`src/rtl/gfpg_pkg.sv`:
```
// Package for the gradient fill pixel generator: widths, codes and payload types.
`default_nettype none

package gfpg_pkg;

  // Pixel coordinate width and fraction width of the blend weight.
  localparam int COORD_BITS = 12;
  localparam int FRAC_BITS  = 16;

  // Configuration port.
  localparam int CFG_IDX_W  = 4;
  localparam int CFG_DATA_W = 32;

  // Register widths.
  localparam int COLOR_W = 32;
  localparam int POS_W   = 14;
  localparam int RAD_W   = 16;
  localparam int MODE_W  = 3;
  localparam int CH_W    = 8;

  // Datapath widths. Offsets are pixel minus origin, or end minus origin.
  localparam int OFF_W  = POS_W + 1;
  localparam int MAG_W  = POS_W;
  localparam int SUM_W  = MAG_W + 1;
  localparam int NUM_W  = 2 * SUM_W;
  localparam int DEN_W  = 2 * RAD_W;
  localparam int PRD_W  = 2 * OFF_W;
  localparam int TM_W   = PRD_W - 1;
  localparam int VT_W   = MAG_W + TM_W;
  localparam int L2_W   = NUM_W;
  localparam int PQ_W   = SUM_W;
  localparam int QUO_W  = 2 * FRAC_BITS;
  localparam int ROOT_W = FRAC_BITS;
  localparam int R_W    = ROOT_W + 2;
  localparam int D_W    = FRAC_BITS + 1;

  // The weight that selects the end color alone.
  localparam logic [D_W-1:0] D_ONE = {1'b1, {FRAC_BITS{1'b0}}};

  // Register indexes on the configuration port.
  typedef enum logic [CFG_IDX_W-1:0] {
    CFG_COLOR_START,
    CFG_COLOR_END,
    CFG_ORIGIN_X,
    CFG_ORIGIN_Y,
    CFG_END_X,
    CFG_END_Y,
    CFG_RADIUS,
    CFG_SHAPE_MODE
  } cfg_idx_e;

  // Shape modes.
  typedef enum logic [MODE_W-1:0] {
    SHAPE_RADIAL,
    SHAPE_DIAMOND,
    SHAPE_SQUARE,
    SHAPE_LIN_ONE,
    SHAPE_LIN_SYM
  } shape_e;

  // Register file contents.
  typedef struct packed {
    logic [COLOR_W-1:0] color_start;
    logic [COLOR_W-1:0] color_end;
    logic [POS_W-1:0]   origin_x;
    logic [POS_W-1:0]   origin_y;
    logic [POS_W-1:0]   end_x;
    logic [POS_W-1:0]   end_y;
    logic [RAD_W-1:0]   radius;
    logic [MODE_W-1:0]  shape_mode;
  } cfg_t;

  // Geometry front end to projection divider.
  typedef struct packed {
    logic [COORD_BITS-1:0] px;
    logic [COORD_BITS-1:0] py;
    logic [VT_W-1:0]       nx;
    logic [VT_W-1:0]       ny;
    logic                  x_neg;
    logic                  y_neg;
    logic                  vx_neg;
    logic                  vx_zero;
    logic                  vy_neg;
    logic                  vy_zero;
    logic                  linear;
    logic                  one_sided;
    logic                  is_zero;
    logic [NUM_W-1:0]      num;
    logic [DEN_W-1:0]      den;
  } geom_t;

  // Projection stage to fraction unit.
  typedef struct packed {
    logic [COORD_BITS-1:0] px;
    logic [COORD_BITS-1:0] py;
    logic [NUM_W-1:0]      num;
    logic [DEN_W-1:0]      den;
    logic                  is_zero;
  } frac_t;

  // Fraction unit to blender.
  typedef struct packed {
    logic [COORD_BITS-1:0] px;
    logic [COORD_BITS-1:0] py;
    logic [D_W-1:0]        d;
  } blend_t;

  // Finished pixel.
  typedef struct packed {
    logic [COORD_BITS-1:0] px;
    logic [COORD_BITS-1:0] py;
    logic [CH_W-1:0]       red;
    logic [CH_W-1:0]       green;
    logic [CH_W-1:0]       blue;
    logic [CH_W-1:0]       alpha;
  } res_t;

endpackage

`default_nettype wire

```
`src/rtl/gfpg_blend.sv`:
```
// Color blender: weighted sum of start and end colors per channel, truncated.
`default_nettype none

module gfpg_blend
  import gfpg_pkg::*;
(
  input  logic   clk_i,
  input  logic   rst_ni,
  input  logic   en_i,
  input  logic   valid_i,
  input  blend_t data_i,
  input  cfg_t   cfg_i,
  output logic   valid_o,
  output res_t   data_o
);

  localparam int P_W = CH_W + D_W;

  logic [1:0]            v_q;
  logic [COORD_BITS-1:0] b1_px_q, b1_py_q;
  logic [P_W-1:0]        b1_ps_q [4];
  logic [P_W-1:0]        b1_pe_q [4];
  logic [P_W-1:0]        ps_d [4];
  logic [P_W-1:0]        pe_d [4];
  logic [CH_W-1:0]       ch_d [4];
  res_t                  b2_q;

  // Products of each channel with its weight.
  always_comb begin
    for (int k = 0; k < 4; k++) begin
      ps_d[k] = P_W'(cfg_i.color_start[CH_W*k +: CH_W]) * P_W'(D_ONE - data_i.d);
      pe_d[k] = P_W'(cfg_i.color_end[CH_W*k +: CH_W]) * P_W'(data_i.d);
    end
  end

  // Sum and drop the fraction bits.
  always_comb begin
    logic [P_W:0] sum;
    for (int k = 0; k < 4; k++) begin
      sum     = {1'b0, b1_ps_q[k]} + {1'b0, b1_pe_q[k]};
      ch_d[k] = sum[FRAC_BITS +: CH_W];
    end
  end

  always_ff @(posedge clk_i or negedge rst_ni) begin
    if (!rst_ni) begin
      v_q <= '0;
    end else if (en_i) begin
      v_q <= {v_q[0], valid_i};
    end
  end

  always_ff @(posedge clk_i) begin
    if (en_i) begin
      b1_px_q    <= data_i.px;
      b1_py_q    <= data_i.py;
      for (int k = 0; k < 4; k++) begin
        b1_ps_q[k] <= ps_d[k];
        b1_pe_q[k] <= pe_d[k];
      end
      b2_q.px    <= b1_px_q;
      b2_q.py    <= b1_py_q;
      b2_q.red   <= ch_d[0];
      b2_q.green <= ch_d[1];
      b2_q.blue  <= ch_d[2];
      b2_q.alpha <= ch_d[3];
    end
  end

  assign valid_o = v_q[1];
  assign data_o  = b2_q;

endmodule

`default_nettype wire

```
`config.mk`:
```
export PLATFORM = sky130hd
export DESIGN_NAME = gfpg_blend
export DESIGN_NICKNAME = d
export VERILOG_FILES = /design/src/rtl/gfpg_pkg.sv /design/src/rtl/gfpg_blend.sv
export SDC_FILE = /design/constraint.sdc
export NUM_CORES = 2
export LEC_CHECK = 0
export BUFFER_PORTS_ARGS = -buffer_cell sky130_fd_sc_hd__buf_2
export CORE_MARGIN = 2
export CORE_UTILIZATION = 55
export CTS_CLUSTER_SIZE = 10
export DETAILED_ROUTE_END_ITERATION = 8
export GPL_TIMING_DRIVEN = 0
export PLACE_DENSITY = 0.73
export SLEW_MARGIN = 20
export SYNTH_ARGS = -nofsm -noshare
export SYNTH_HDL_FRONTEND = slang
export SYNTH_SLANG_ARGS = --single-unit
```
`constraint.sdc`:
```
create_clock -name clk_i -period 7.1 [get_ports clk_i]
set_input_delay 2.13 -clock clk_i [delete_from_list [all_inputs] [get_ports clk_i]]
set_output_delay 2.13 -clock clk_i [all_outputs]
set_load 0.05 [all_outputs]
```
==> metrics.md <==
| Metric | Value |
|---|---|
| Fin cells | 5,928 |
| H-tree depth | 2 |
| Clock Skews | 0.02853 ns |
| R2R Path Start | b1_ps_q[3][12] |
| Detail Placement HPWL | 96.84 mm |
| Share of flip-flops with an asynchronous set or reset | 0.7299% |
| YS warnings | 0 |
| Clk sinks | 274 |
| Die area | 84,330 um^2 |
| Cells on Worst Hold Path | 0 |
| Arrival @ worst endpoint | 8.26 ns |
| Initial antenna violation count | 18 |
| Synth Instances | 4,589 |
| GRT Util Overall | 29.21% |
| Number of max-cap violations | 0 |
| CTS tree | built |
| Hold Fails Final Rpt | 0 |
| RSZ-0062 raised after global routing | true |
| Post-route antenna net violation count | 0 |
| R2r setup slk | 4.18 ns |
| Worst Reg-to-Reg Cells | 10 |
| Final WL | 121.4 mm |
| Cell area after synthesis | 45,110 um^2 |
| Worst slew pin tran | 0.8632 ns |
| Die span in y | 290.4 um |
| Register area share after synthesis | 18.22% |
| Max FO, Critical Path | 4 |
| DR iter-0 viols | 2,531 |
| Setup CP Type | input port to flip-flop |
| Post-synthesis register bit count | 274 |
| Crit start category | input port |
| Row cnt | 105 |
| Pwr per Cell Area | 428.9 nW/um^2 |
| CP required | 7.44 ns |
| Max VDD drop | 0.0003379 V |
| Critical path's slowest cell | fa_1 |
| Syn_area_per_cell | 9.830 um^2 |
| DR vias | 33,070 |
| Initial Util | 55.29% |
| I/O pin cnt | 241 |
| Share of cells above drive strength 1 | 12.29% |
| Remaining DRCs | 0 |
| Hold endpoint | data_o[32] |
| Total clock buffers created by CTS | 35 |
| Setup ws final | -0.8256 ns |
| Final Instance Area | 50,750 um^2 |
| Setup violators final | 37 |
| Leakage power | 23.56 nW |
| Clock Path Buffers | 3 |
| Number of flops mapped to enable cells by yosys | 272 |
| Nets | 6,208 |
| DR WL/cell | 20.48 um |
| Max frequency | 126.2 MHz |
| Largest stage delay, worst path | 0.53 ns |
| GPL Wtd Cong | 0.9503 |
| Global route overflow | 0 |
| Post-placement cell area | 47,430 um^2 |
| R2R Path End | data_o[7] |
| Placed cells | 5,797 |
| Width of the die | 290.4 um |
| 1st-pass router iterations | 8 |
| Yosys cell types | 78 |
| Commonest non-fill, non-tap cell in the layout | fa_1 |
| Clk Latency, worst-skew pair | 0.56 ns |
| Hold_ws | 0.4148 ns |
| Hold path startpoint | b1_py_q[0] |
| Failing checks | negative setup slack |
| Final period util | 111.6% |
| Root Buffer | clkbuf_16 |
| Syn_nets | 5,959 |
| Max-slew headroom at the worst pin | 42.45% |
| Hold WC Path Type | flip-flop to flip-flop |
| Core Box Area | 81,580 um^2 |
| Vias per std cell | 5.579 |
| Port bufs | 135 |
| Main synth FF type | edfxtp_1 |
| Cell mode on critical path | fa_1 |
| Clock Pin Slew Worst Setup and Hold Paths | 0.05 ns |
| First-pass GRT wire length | 190.6 mm |
| Tmin final | 7.926 ns |
| Layout area overhead | 12.51% |
| Commonest cells after routing, fill and taps aside | fa_1, inv_1, and2_1, nand2_1, ha_1 |
| Via count of the first global-routing pass | 34,550 |
| Final core occ | 62.21% |
| Crit path capture type | flip-flop |
| Final TNS setup | -13.71 ns |
| Outcome | finished, violations left |
| Largest net degree at the start of global routing | 106 |
| Final Max Tran Viols | 0 |
| CTS hold repair buffers | 0 |
## per-stage QoR
stage          worst slack [ns]  total power, mW
2_1_floorplan           -0.4487            13.83
3_3_place_gp             -2.306            17.62
3_5_place_dp             -2.452            17.81
4_1_cts                 -0.6778            20.25
5_1_grt                 -0.8949            23.52
6_report                -0.8256            21.77
## area by class of cell
class / count / area [um^2]
flip-flops and latches: 274 / 8218
diodes: 8 / 20.02
clock buffers: 42 / 923.4
multi-input cells: 3319 / 34570
well taps: 1070 / 1339
plain buffers: 200 / 1214
clock inverters: 7 / 78.83
inverters: 796 / 3005
fillers: 6567 / 30830
repair buffers: 212 / 1391
## worst max path at each step
stage	start	to	slack [ns]	depth (start not counted)
2_1_floorplan	data_i[1]	b1_ps_q[3][23]	-0.45	26
3_3_place_gp	data_i[4]	b1_ps_q[1][22]	-2.31	22
3_5_place_dp	data_i[4]	b1_ps_q[1][22]	-2.45	22
4_1_cts	data_i[4]	b1_ps_q[1][23]	-0.68	24
5_1_grt	data_i[2]	b1_ps_q[1][22]	-0.89	24
6_report	data_i[0]	b1_ps_q[1][22]	-0.83	28
## synthesized netlist by cell type, types with 4 or more instances
cell	number	area (um^2)
o31ai_1	9	67.56
nand4_1	13	81.33
a211oi_1	22	165.2
a31oi_1	10	62.56
nand3_1	36	180.2
xnor2_1	169	1480
nor2_1	120	450.4
buf_1	7	26.28
or3_1	6	37.54
nor4_1	4	25.02
a311oi_1	5	43.79
or2_2	11	68.82
o21bai_1	20	150.1
a211o_1	6	52.55
nand2b_1	10	62.56
inv_1	796	2988
nand3b_1	4	30.03
clkbuf_1	187	701.9
nor2b_1	27	168.9
and2_1	653	4085
o211ai_1	9	67.56
a21oi_1	136	680.7
o2111ai_1	5	43.79
ha_1	404	5055
nand2_1	530	1989
nor3_1	35	175.2
o21a_1	34	255.2
a21o_1	49	367.9
o21ai_0	57	285.3
fa_1	782	15660
a31o_2	5	43.79
xor2_1	64	560.5
edfxtp_1	272	8168
and3_1	17	106.4
o21ai_1	6	30.03
## sequential cells by signal, indices dropped and copies added, names as in the netlist
register  cells
v_q           2
data_o       56
b1_px_q      12
b1_ps_q      96
b1_py_q      12
b1_pe_q      96
## where the power goes
group	switching (mW)	total [mW]	internal, mW
combinational	9.65	16.7	7.01
clock	0.684	1.64	0.951
sequential	0.279	3.48	3.20
## cell families (layout without fill, tap and decap cells)
| kind of cell | count (synthesis) | after routing | share of synthesized area, % |
|---|---|---|---|
| buffers and inverters | 996 | 1257 | 8.329 |
| adders and majority gates | 1186 | 1186 | 45.91 |
| other | 0 | 8 | 0 |
| muxes | 2 | 2 | 0.04992 |
| DFF | 274 | 274 | 18.22 |
| AOI/OAI and AO/OA | 415 | 415 | 6.041 |
| xor gates and xnor gates | 234 | 234 | 4.560 |
| and+or+nand+nor | 1482 | 1482 | 16.89 |
## repair_timing
action	CTS	global route
cloned	1	0
setup endpoints to repair	79	63
resized for setup	180	292
pin swaps	25	111
buffers inserted	33	42
## metal layers
metal | global-route usage (%) | routed length, um | up-vias | part of all wire (%)
met3 | 4.734 | 9967 | 300 | 8.2
met4 | 13.11 | 6488 | 16 | 5.3
met2 | 46.98 | 55890 | 1360 | 46
met5 | 0 | 108 | - | 0.089
met1 | 39.21 | 48930 | 16600 | 40
li1 | - | - | 14800 | -
## critical path, delay by kind of cell
family	cells	cell delay (ns)
XOR/XNOR	2	0.61
adder cells (fa/ha/maj)	6	2.39
buffers and inverters	9	1.01
AO/OA/AOI/OAI	5	1.27
AND/OR/NAND/NOR	6	0.81
Power figures use the tool's default switching activity.
